## config.mk

```make
export PLATFORM = sky130hd
export DESIGN_NAME = utf8_stream_decoder_flat
export DESIGN_NICKNAME = d
export VERILOG_FILES = /design/src/hdl/utf8sd_pkg.sv /design/src/hdl/utf8sd_in_if.sv /design/src/hdl/utf8sd_out_if.sv /design/src/hdl/utf8sd_decode.sv /design/src/hdl/utf8sd_skid.sv /design/src/hdl/utf8_stream_decoder.sv /design/src/flat_wrapper.sv
export SDC_FILE = /design/constraint.sdc
export NUM_CORES = 1
export LEC_CHECK = 0
export BUFFER_PORTS_ARGS = -buffer_cell sky130_fd_sc_hd__buf_2
export CAP_MARGIN = 20
export CORE_ASPECT_RATIO = 1.5
export CORE_MARGIN = 5
export CORE_UTILIZATION = 40
export DETAILED_ROUTE_END_ITERATION = 10
export MAX_ROUTING_LAYER = met4
export PLACE_DENSITY_LB_ADDON = 0.1
export SYNTH_ARGS = -nofsm -noshare
export SYNTH_HDL_FRONTEND = slang
export SYNTH_HIERARCHICAL = 1
export SYNTH_SLANG_ARGS = --single-unit
export TNS_END_PERCENT = 1
```

## constraint.sdc

```tcl
create_clock -name clk -period 5.4 [get_ports clk]
set_clock_uncertainty 0.15 [all_clocks]
set_input_delay 0 -clock clk [delete_from_list [all_inputs] [get_ports clk]]
set_output_delay 0 -clock clk [all_outputs]
set_load 0.01 [all_outputs]
```

## src/hdl/utf8sd_pkg.sv

```systemverilog
package utf8sd_pkg;

  localparam int unsigned CpWidth = 21;

  localparam logic [7:0] ContMask  = 8'hc0;
  localparam logic [7:0] ContCode  = 8'h80;
  localparam logic [7:0] Lead2Mask = 8'he0;
  localparam logic [7:0] Lead2Code = 8'hc0;
  localparam logic [7:0] Lead3Mask = 8'hf0;
  localparam logic [7:0] Lead3Code = 8'he0;
  localparam logic [7:0] Lead4Mask = 8'hf8;
  localparam logic [7:0] Lead4Code = 8'hf0;
  localparam logic [7:0] AsciiMax  = 8'h7f;
  localparam logic [7:0] PayloadMask = 8'h3f;

  typedef struct packed {
    logic [CpWidth-1:0] code_point;
    logic               from_last_byte;
  } res_t;

endpackage

```

## src/hdl/utf8sd_in_if.sv

```systemverilog
interface utf8sd_in_if;
  logic       valid;
  logic       ready;
  logic [7:0] in_byte;
  logic       end_of_string;

  modport source (output valid, output in_byte, output end_of_string, input ready);
  modport sink (input valid, input in_byte, input end_of_string, output ready);
endinterface

```

## src/hdl/utf8sd_out_if.sv

```systemverilog
interface utf8sd_out_if;
  logic                            valid;
  logic                            ready;
  logic [utf8sd_pkg::CpWidth-1:0]  code_point;
  logic                            from_last_byte;

  modport source (output valid, output code_point, output from_last_byte, input ready);
  modport sink (input valid, input code_point, input from_last_byte, output ready);
endinterface

```

## src/hdl/utf8sd_decode.sv

```systemverilog
module utf8sd_decode (
  input  logic                clk,
  input  logic                rst_n,
  utf8sd_in_if.sink           in_ch,
  input  logic                res_ready,
  output logic                res_valid,
  output utf8sd_pkg::res_t    res
);

  logic [utf8sd_pkg::CpWidth-1:0] partial_r, partial_nxt;
  logic [1:0]                     expect_r, expect_nxt;
  logic [utf8sd_pkg::CpWidth-1:0] shifted;
  logic [1:0]                     expect_dec;
  logic                           acc;
  logic                           have;
  logic [7:0]                     b;

  assign in_ch.ready = res_ready;
  assign acc = in_ch.valid && in_ch.ready;
  assign b = in_ch.in_byte;

  // continuation: shift six payload bits in, keep 21 bits
  assign shifted = {partial_r[utf8sd_pkg::CpWidth-7:0], b[5:0] & utf8sd_pkg::PayloadMask[5:0]};
  assign expect_dec = expect_r - 2'd1;

  always_comb begin
    partial_nxt = partial_r;
    expect_nxt = expect_r;
    have = 1'b0;
    res.code_point = '0;
    res.from_last_byte = in_ch.end_of_string;
    if (expect_r != 2'd0) begin
      if ((b & utf8sd_pkg::ContMask) == utf8sd_pkg::ContCode) begin
        expect_nxt = expect_dec;
        if (expect_dec == 2'd0) begin
          res.code_point = shifted;
          have = (shifted != '0);
          partial_nxt = '0;
        end else begin
          partial_nxt = shifted;
        end
      end else begin
        // broken sequence: drop it and swallow this byte
        partial_nxt = '0;
        expect_nxt = 2'd0;
      end
    end else if (b <= utf8sd_pkg::AsciiMax) begin
      res.code_point = {{(utf8sd_pkg::CpWidth-8){1'b0}}, b};
      have = (b != 8'd0);
    end else if ((b & utf8sd_pkg::Lead2Mask) == utf8sd_pkg::Lead2Code) begin
      partial_nxt = {{(utf8sd_pkg::CpWidth-5){1'b0}}, b[4:0]};
      expect_nxt = 2'd1;
    end else if ((b & utf8sd_pkg::Lead3Mask) == utf8sd_pkg::Lead3Code) begin
      partial_nxt = {{(utf8sd_pkg::CpWidth-4){1'b0}}, b[3:0]};
      expect_nxt = 2'd2;
    end else if ((b & utf8sd_pkg::Lead4Mask) == utf8sd_pkg::Lead4Code) begin
      partial_nxt = {{(utf8sd_pkg::CpWidth-3){1'b0}}, b[2:0]};
      expect_nxt = 2'd3;
    end
    // end marker closes whatever is still open
    if (in_ch.end_of_string) begin
      partial_nxt = '0;
      expect_nxt = 2'd0;
    end
  end

  assign res_valid = acc && have;

  always_ff @(posedge clk) begin
    if (!rst_n) begin
      partial_r <= '0;
      expect_r <= 2'd0;
    end else if (acc) begin
      partial_r <= partial_nxt;
      expect_r <= expect_nxt;
    end
  end

`ifndef SYNTHESIS
  a_idle_clean: assert property (@(posedge clk) disable iff (!rst_n)
    expect_r == 2'd0 |-> partial_r == '0)
    else $error("accumulator not clear with no open sequence");

  a_eos_closes: assert property (@(posedge clk) disable iff (!rst_n)
    acc && in_ch.end_of_string |=> expect_r == 2'd0)
    else $error("sequence left open after end marker");

  a_no_zero: assert property (@(posedge clk) disable iff (!rst_n)
    res_valid |-> res.code_point != '0)
    else $error("zero code point emitted");

  a_ascii_pass: assert property (@(posedge clk) disable iff (!rst_n)
    acc && expect_r == 2'd0 && b != 8'd0 && b <= utf8sd_pkg::AsciiMax
    |-> res_valid && res.code_point[7:0] == b)
    else $error("ascii byte not passed through");
`endif

endmodule

```

## src/hdl/utf8sd_skid.sv

```systemverilog
module utf8sd_skid (
  input  logic              clk,
  input  logic              rst_n,
  input  logic              res_valid,
  output logic              res_ready,
  input  utf8sd_pkg::res_t  res,
  utf8sd_out_if.source      out_ch
);

  logic             out_valid_r;
  utf8sd_pkg::res_t out_data_r;
  logic             skid_valid_r;
  utf8sd_pkg::res_t skid_data_r;

  assign res_ready = !skid_valid_r;
  assign out_ch.valid = out_valid_r;
  assign out_ch.code_point = out_data_r.code_point;
  assign out_ch.from_last_byte = out_data_r.from_last_byte;

  always_ff @(posedge clk) begin
    if (!rst_n) begin
      out_valid_r <= 1'b0;
      skid_valid_r <= 1'b0;
    end else if (out_ch.ready || !out_valid_r) begin
      if (skid_valid_r) begin
        out_valid_r <= 1'b1;
        out_data_r <= skid_data_r;
        skid_valid_r <= 1'b0;
      end else begin
        out_valid_r <= res_valid;
        out_data_r <= res;
      end
    end else if (res_valid && res_ready) begin
      // output stalled: park the beat in the skid slot
      skid_valid_r <= 1'b1;
      skid_data_r <= res;
    end
  end

`ifndef SYNTHESIS
  a_skid_needs_out: assert property (@(posedge clk) disable iff (!rst_n)
    skid_valid_r |-> out_valid_r)
    else $error("skid slot full with empty output register");

  a_skid_from_stall: assert property (@(posedge clk) disable iff (!rst_n)
    $rose(skid_valid_r) |-> $past(out_valid_r && !out_ch.ready))
    else $error("skid filled without a stall");

  a_skid_drain: assert property (@(posedge clk) disable iff (!rst_n)
    skid_valid_r && out_ch.ready |=> !skid_valid_r && out_valid_r)
    else $error("skid slot did not drain");
`endif

endmodule

```

## src/hdl/utf8_stream_decoder.sv

```systemverilog
// utf8 stream decoder: one byte in per cycle unless stalled, one code point out
// a code point is held in the output register, or in the skid slot on a stall
// throughput: one byte per cycle while the skid slot is empty
// output register plus skid slot: input closes only while the skid slot holds a beat
// reset (synchronous, active low) clears the open sequence and both output slots
module utf8_stream_decoder (
  input  logic          clk,
  input  logic          rst_n,
  utf8sd_in_if.sink     in_ch,
  utf8sd_out_if.source  out_ch
);

  logic             res_valid;
  logic             res_ready;
  utf8sd_pkg::res_t res;

  utf8sd_decode u_decode (
    .clk       (clk),
    .rst_n     (rst_n),
    .in_ch     (in_ch),
    .res_ready (res_ready),
    .res_valid (res_valid),
    .res       (res)
  );

  utf8sd_skid u_skid (
    .clk       (clk),
    .rst_n     (rst_n),
    .res_valid (res_valid),
    .res_ready (res_ready),
    .res       (res),
    .out_ch    (out_ch)
  );

endmodule

```

## src/flat_wrapper.sv

```systemverilog
// flat-port wrapper written by rule: the top's interface ports become plain ports
module utf8_stream_decoder_flat 
  (clk, rst_n, in_ch_valid, in_ch_in_byte, in_ch_end_of_string, in_ch_ready, out_ch_valid, out_ch_code_point, out_ch_from_last_byte, out_ch_ready);
  utf8sd_in_if in_ch_i ();
  utf8sd_out_if out_ch_i ();
  input  logic clk;
  input  logic rst_n;
  input wire logic [$bits(in_ch_i.valid)-1:0] in_ch_valid;
  input wire logic [$bits(in_ch_i.in_byte)-1:0] in_ch_in_byte;
  input wire logic [$bits(in_ch_i.end_of_string)-1:0] in_ch_end_of_string;
  output wire logic [$bits(in_ch_i.ready)-1:0] in_ch_ready;
  output wire logic [$bits(out_ch_i.valid)-1:0] out_ch_valid;
  output wire logic [$bits(out_ch_i.code_point)-1:0] out_ch_code_point;
  output wire logic [$bits(out_ch_i.from_last_byte)-1:0] out_ch_from_last_byte;
  input wire logic [$bits(out_ch_i.ready)-1:0] out_ch_ready;
  assign in_ch_i.valid = in_ch_valid;
  assign in_ch_i.in_byte = in_ch_in_byte;
  assign in_ch_i.end_of_string = in_ch_end_of_string;
  assign in_ch_ready = in_ch_i.ready;
  assign out_ch_valid = out_ch_i.valid;
  assign out_ch_code_point = out_ch_i.code_point;
  assign out_ch_from_last_byte = out_ch_i.from_last_byte;
  assign out_ch_i.ready = out_ch_ready;
  utf8_stream_decoder u_core (.clk(clk), .rst_n(rst_n), .in_ch(in_ch_i), .out_ch(out_ch_i));
endmodule
```

==> results_dict.tcl <==
set metrics [dict create \
    design_area_um2 3510 \
    cts_buffer_depth 2 \
    fin_tns_setup_ps 0 \
    synth_area_um2 2980 \
    antennaDiodeCount 0 \
    irDropWorstVdd_v 0.000121 \
    cts-resized-gates 0 \
    clk_latency_ps 330 \
    die-width_um 80.4 \
    crit_path_end_kind "flip-flop" \
    routed_wl_um 5840 \
    dieArea_um2 9300 \
    synth_area_leaders "edfxtp_1, dfxtp_1, mux2_4" \
    chipHeight_um 116 \
    syn2layout_area_growth_pct 18.0 \
    synthCells 220 \
    hold_end "u_core/u_decode/expect_r[1]" \
    timing.fmax_ghz 0.319 \
    cts-hold-fix-buffers 18 \
    cp.required_ps 5260 \
    grt_usage 0.142 \
    rsz0062_at_grt "false" \
    synth-async-reset-ratio 0 \
    cts_root_buf "clkbuf_8" \
    initial_utilization 0.412 \
    yosysTopAreaCellShare 0.444 \
    vias 1877 \
    tightest_slew_ps 938 \
    setup_violations 0 \
    slew_viol_final 0 \
    antenna_found_initial 0 \
    ios 37 \
    ys_seq_elements 63 \
    grt_pass1_wl_um 9840 \
    cts_tree "yes" \
    r2r_slack_ps 2270 \
    hold_viol_final 0 \
    whs_path_depth 5 \
    powerDensity_nw_per_um2 279 \
    period_needed_ps 3130 \
    cts_setup_buffers 0 \
    grt_max_degree 25 \
    arrival_ps 3000 \
    hold_start "in_ch_in_byte[7]" \
    gr-usage-met3 0.0264 \
    cts_buffers 9 \
    ys_seq_area_frac 0.572 \
    hold_path.class "in -> reg" \
    layout_common_cells "edfxtp_1, buf_2, dfxtp_1" \
    r2r-start "u_core/u_decode/expect_r[0]" \
    ys_types 45 \
    status "finished clean" \
    relSlewSlack 0.375 \
    min_period_over_period 0.580 \
    fin_hold_ws_ps 48.9 \
    drt_iter0_drc 146 \
    dpl_cell_area_um2 3170 \
    grt_pass1_vias 1946 \
    p_leak_uw 0.00130 \
    critical_path.max_fanout 18 \
    final_common_cell "edfxtp_1" \
    grt_busiest_layer "met2" \
    met1_usage 0.174 \
    dp_hpwl_um 4100 \
    grt-ovfl-total 0 \
    drive_gt1_frac 0.312 \
    layout.nets 286 \
    start_kind "flip-flop" \
    cts_sinks 63 \
    synth_top_flop_cell "edfxtp_1" \
    drcViolationCount 0 \
    r2r_end "u_core/u_skid/skid_data_r[9]" \
    h-tree-depth 3 \
    reg2regPathDepth 8 \
    num_rows 38 \
    synth_top_area_cell "edfxtp_1" \
    synth_nets 235 \
    maxCapViolCount 0 \
    synth_edf_count 44 \
    clk_pin_slew_ps 70 \
    cp-startpoint "u_core/u_decode/expect_r[0]" \
    place.gp.congestion 0.773 \
    coreArea_um2 7230 \
    criticalPathCategory "reg -> reg" \
    antenna_left 0 \
    syn_avg_cell_area_um2 13.5 \
    wire_per_inst_um 15.5 \
    num-fill-cells 704 \
    via_per_inst 4.99 \
    numPortBuffers 36 \
    use_met2 0.222 \
    dr.pass1.iters 4 \
    yosysWarnings 6 \
]
-- final cells by class --
| cell class | instances | area [um2] | area share |
|---|---|---|---|
| clock buffers | 10 | 128 | 0.0363 |
| clock inverters | 6 | 37.5 | 0.0107 |
| inverters | 4 | 15.0 | 0.00428 |
| multi-input cells | 137 | 1130 | 0.322 |
| flip-flops and latches | 63 | 1700 | 0.485 |
| well taps | 100 | 125 | 0.0356 |
| repair buffers | 56 | 375 | 0.107 |
-- registers in the layout, summed over array words and instances (netlist names) --
name,flops
u_core/u_skid/skid_data_r,22
u_core/u_decode/partial_r,15
u_core/u_skid/skid_valid_r,1
u_core/u_skid/out_ch.valid,1
u_core/u_decode/expect_r,2
u_core/u_skid/out_ch.code_point,21
u_core/u_skid/out_ch.from_last_byte,1
-- synth_stat cells (3+ instances only) --
cell type	count
buf_6	3
a21boi_1	14
clkbuf_1	4
o21ai_1	5
nand4_1	13
inv_1	4
nor4_1	5
nand2_1	8
mux2_2	5
mux2_4	17
edfxtp_1	44
nor2b_1	8
nor2_1	3
and2_1	16
dfxtp_1	19
o21ai_0	11
buf_4	4
-- worst max path at each step --
stage                                                to  slack, ps  cells after the start
after global placement     u_core/u_skid/skid_data_r[1]       2380                      8
after floorplan            u_core/u_skid/skid_data_r[0]       1770                      8
final                      u_core/u_skid/skid_data_r[9]       2270                      8
after CTS                  u_core/u_skid/skid_data_r[5]       2240                      8
after detailed placement   u_core/u_skid/skid_data_r[7]       2260                      8
after global routing      u_core/u_skid/skid_data_r[21]       2040                      8
-- worst max-delay path, cell delays in order (launching register included) --
cell     delay, ps
dfxtp_1        360
inv_1           70
ha_1           360
nor3b_4        500
nor2_1         230
nor3_1         400
nand2_1        110
nor3_2         300
buf_4          330
-- per-layer routing --
metal	vias up	wire, um
met5	-	0
met4	0	132
met3	10	211
met2	39	2930
met1	893	2570
li1	935	-
-- through the flow --
step                total power [uW]  setup slack (ps)  utilization  cells
floorplan                        613              1770            -    220
global placement                 640              2380        0.438    342
detailed placement               640              2260        0.438    342
CTS                              992              2240        0.486    376
global route                    1020              2040        0.486    376
finish                           978              2270        0.486    376
-- where the power goes --
group / switching, uW / total [uW] / internal [uW] / leakage [uW]
Clock: 178 / 342 / 164 / 0.0000781
Sequential: 4.65 / 534 / 529 / 0.000581
Combinational: 59.9 / 102 / 42.5 / 0.000640
Total: 243 / 978 / 736 / 0.00130
-- logic make-up after synthesis --
logic type               synth area share
AO/OA/AOI/OAI                       0.116
buffers and inverters              0.0500
flip-flops                          0.572
multiplexers                        0.105
AND/OR/NAND/NOR                     0.149
adder cells (fa/ha/maj)           0.00841
No activity file was read; power rests on OpenSTA's default activity.
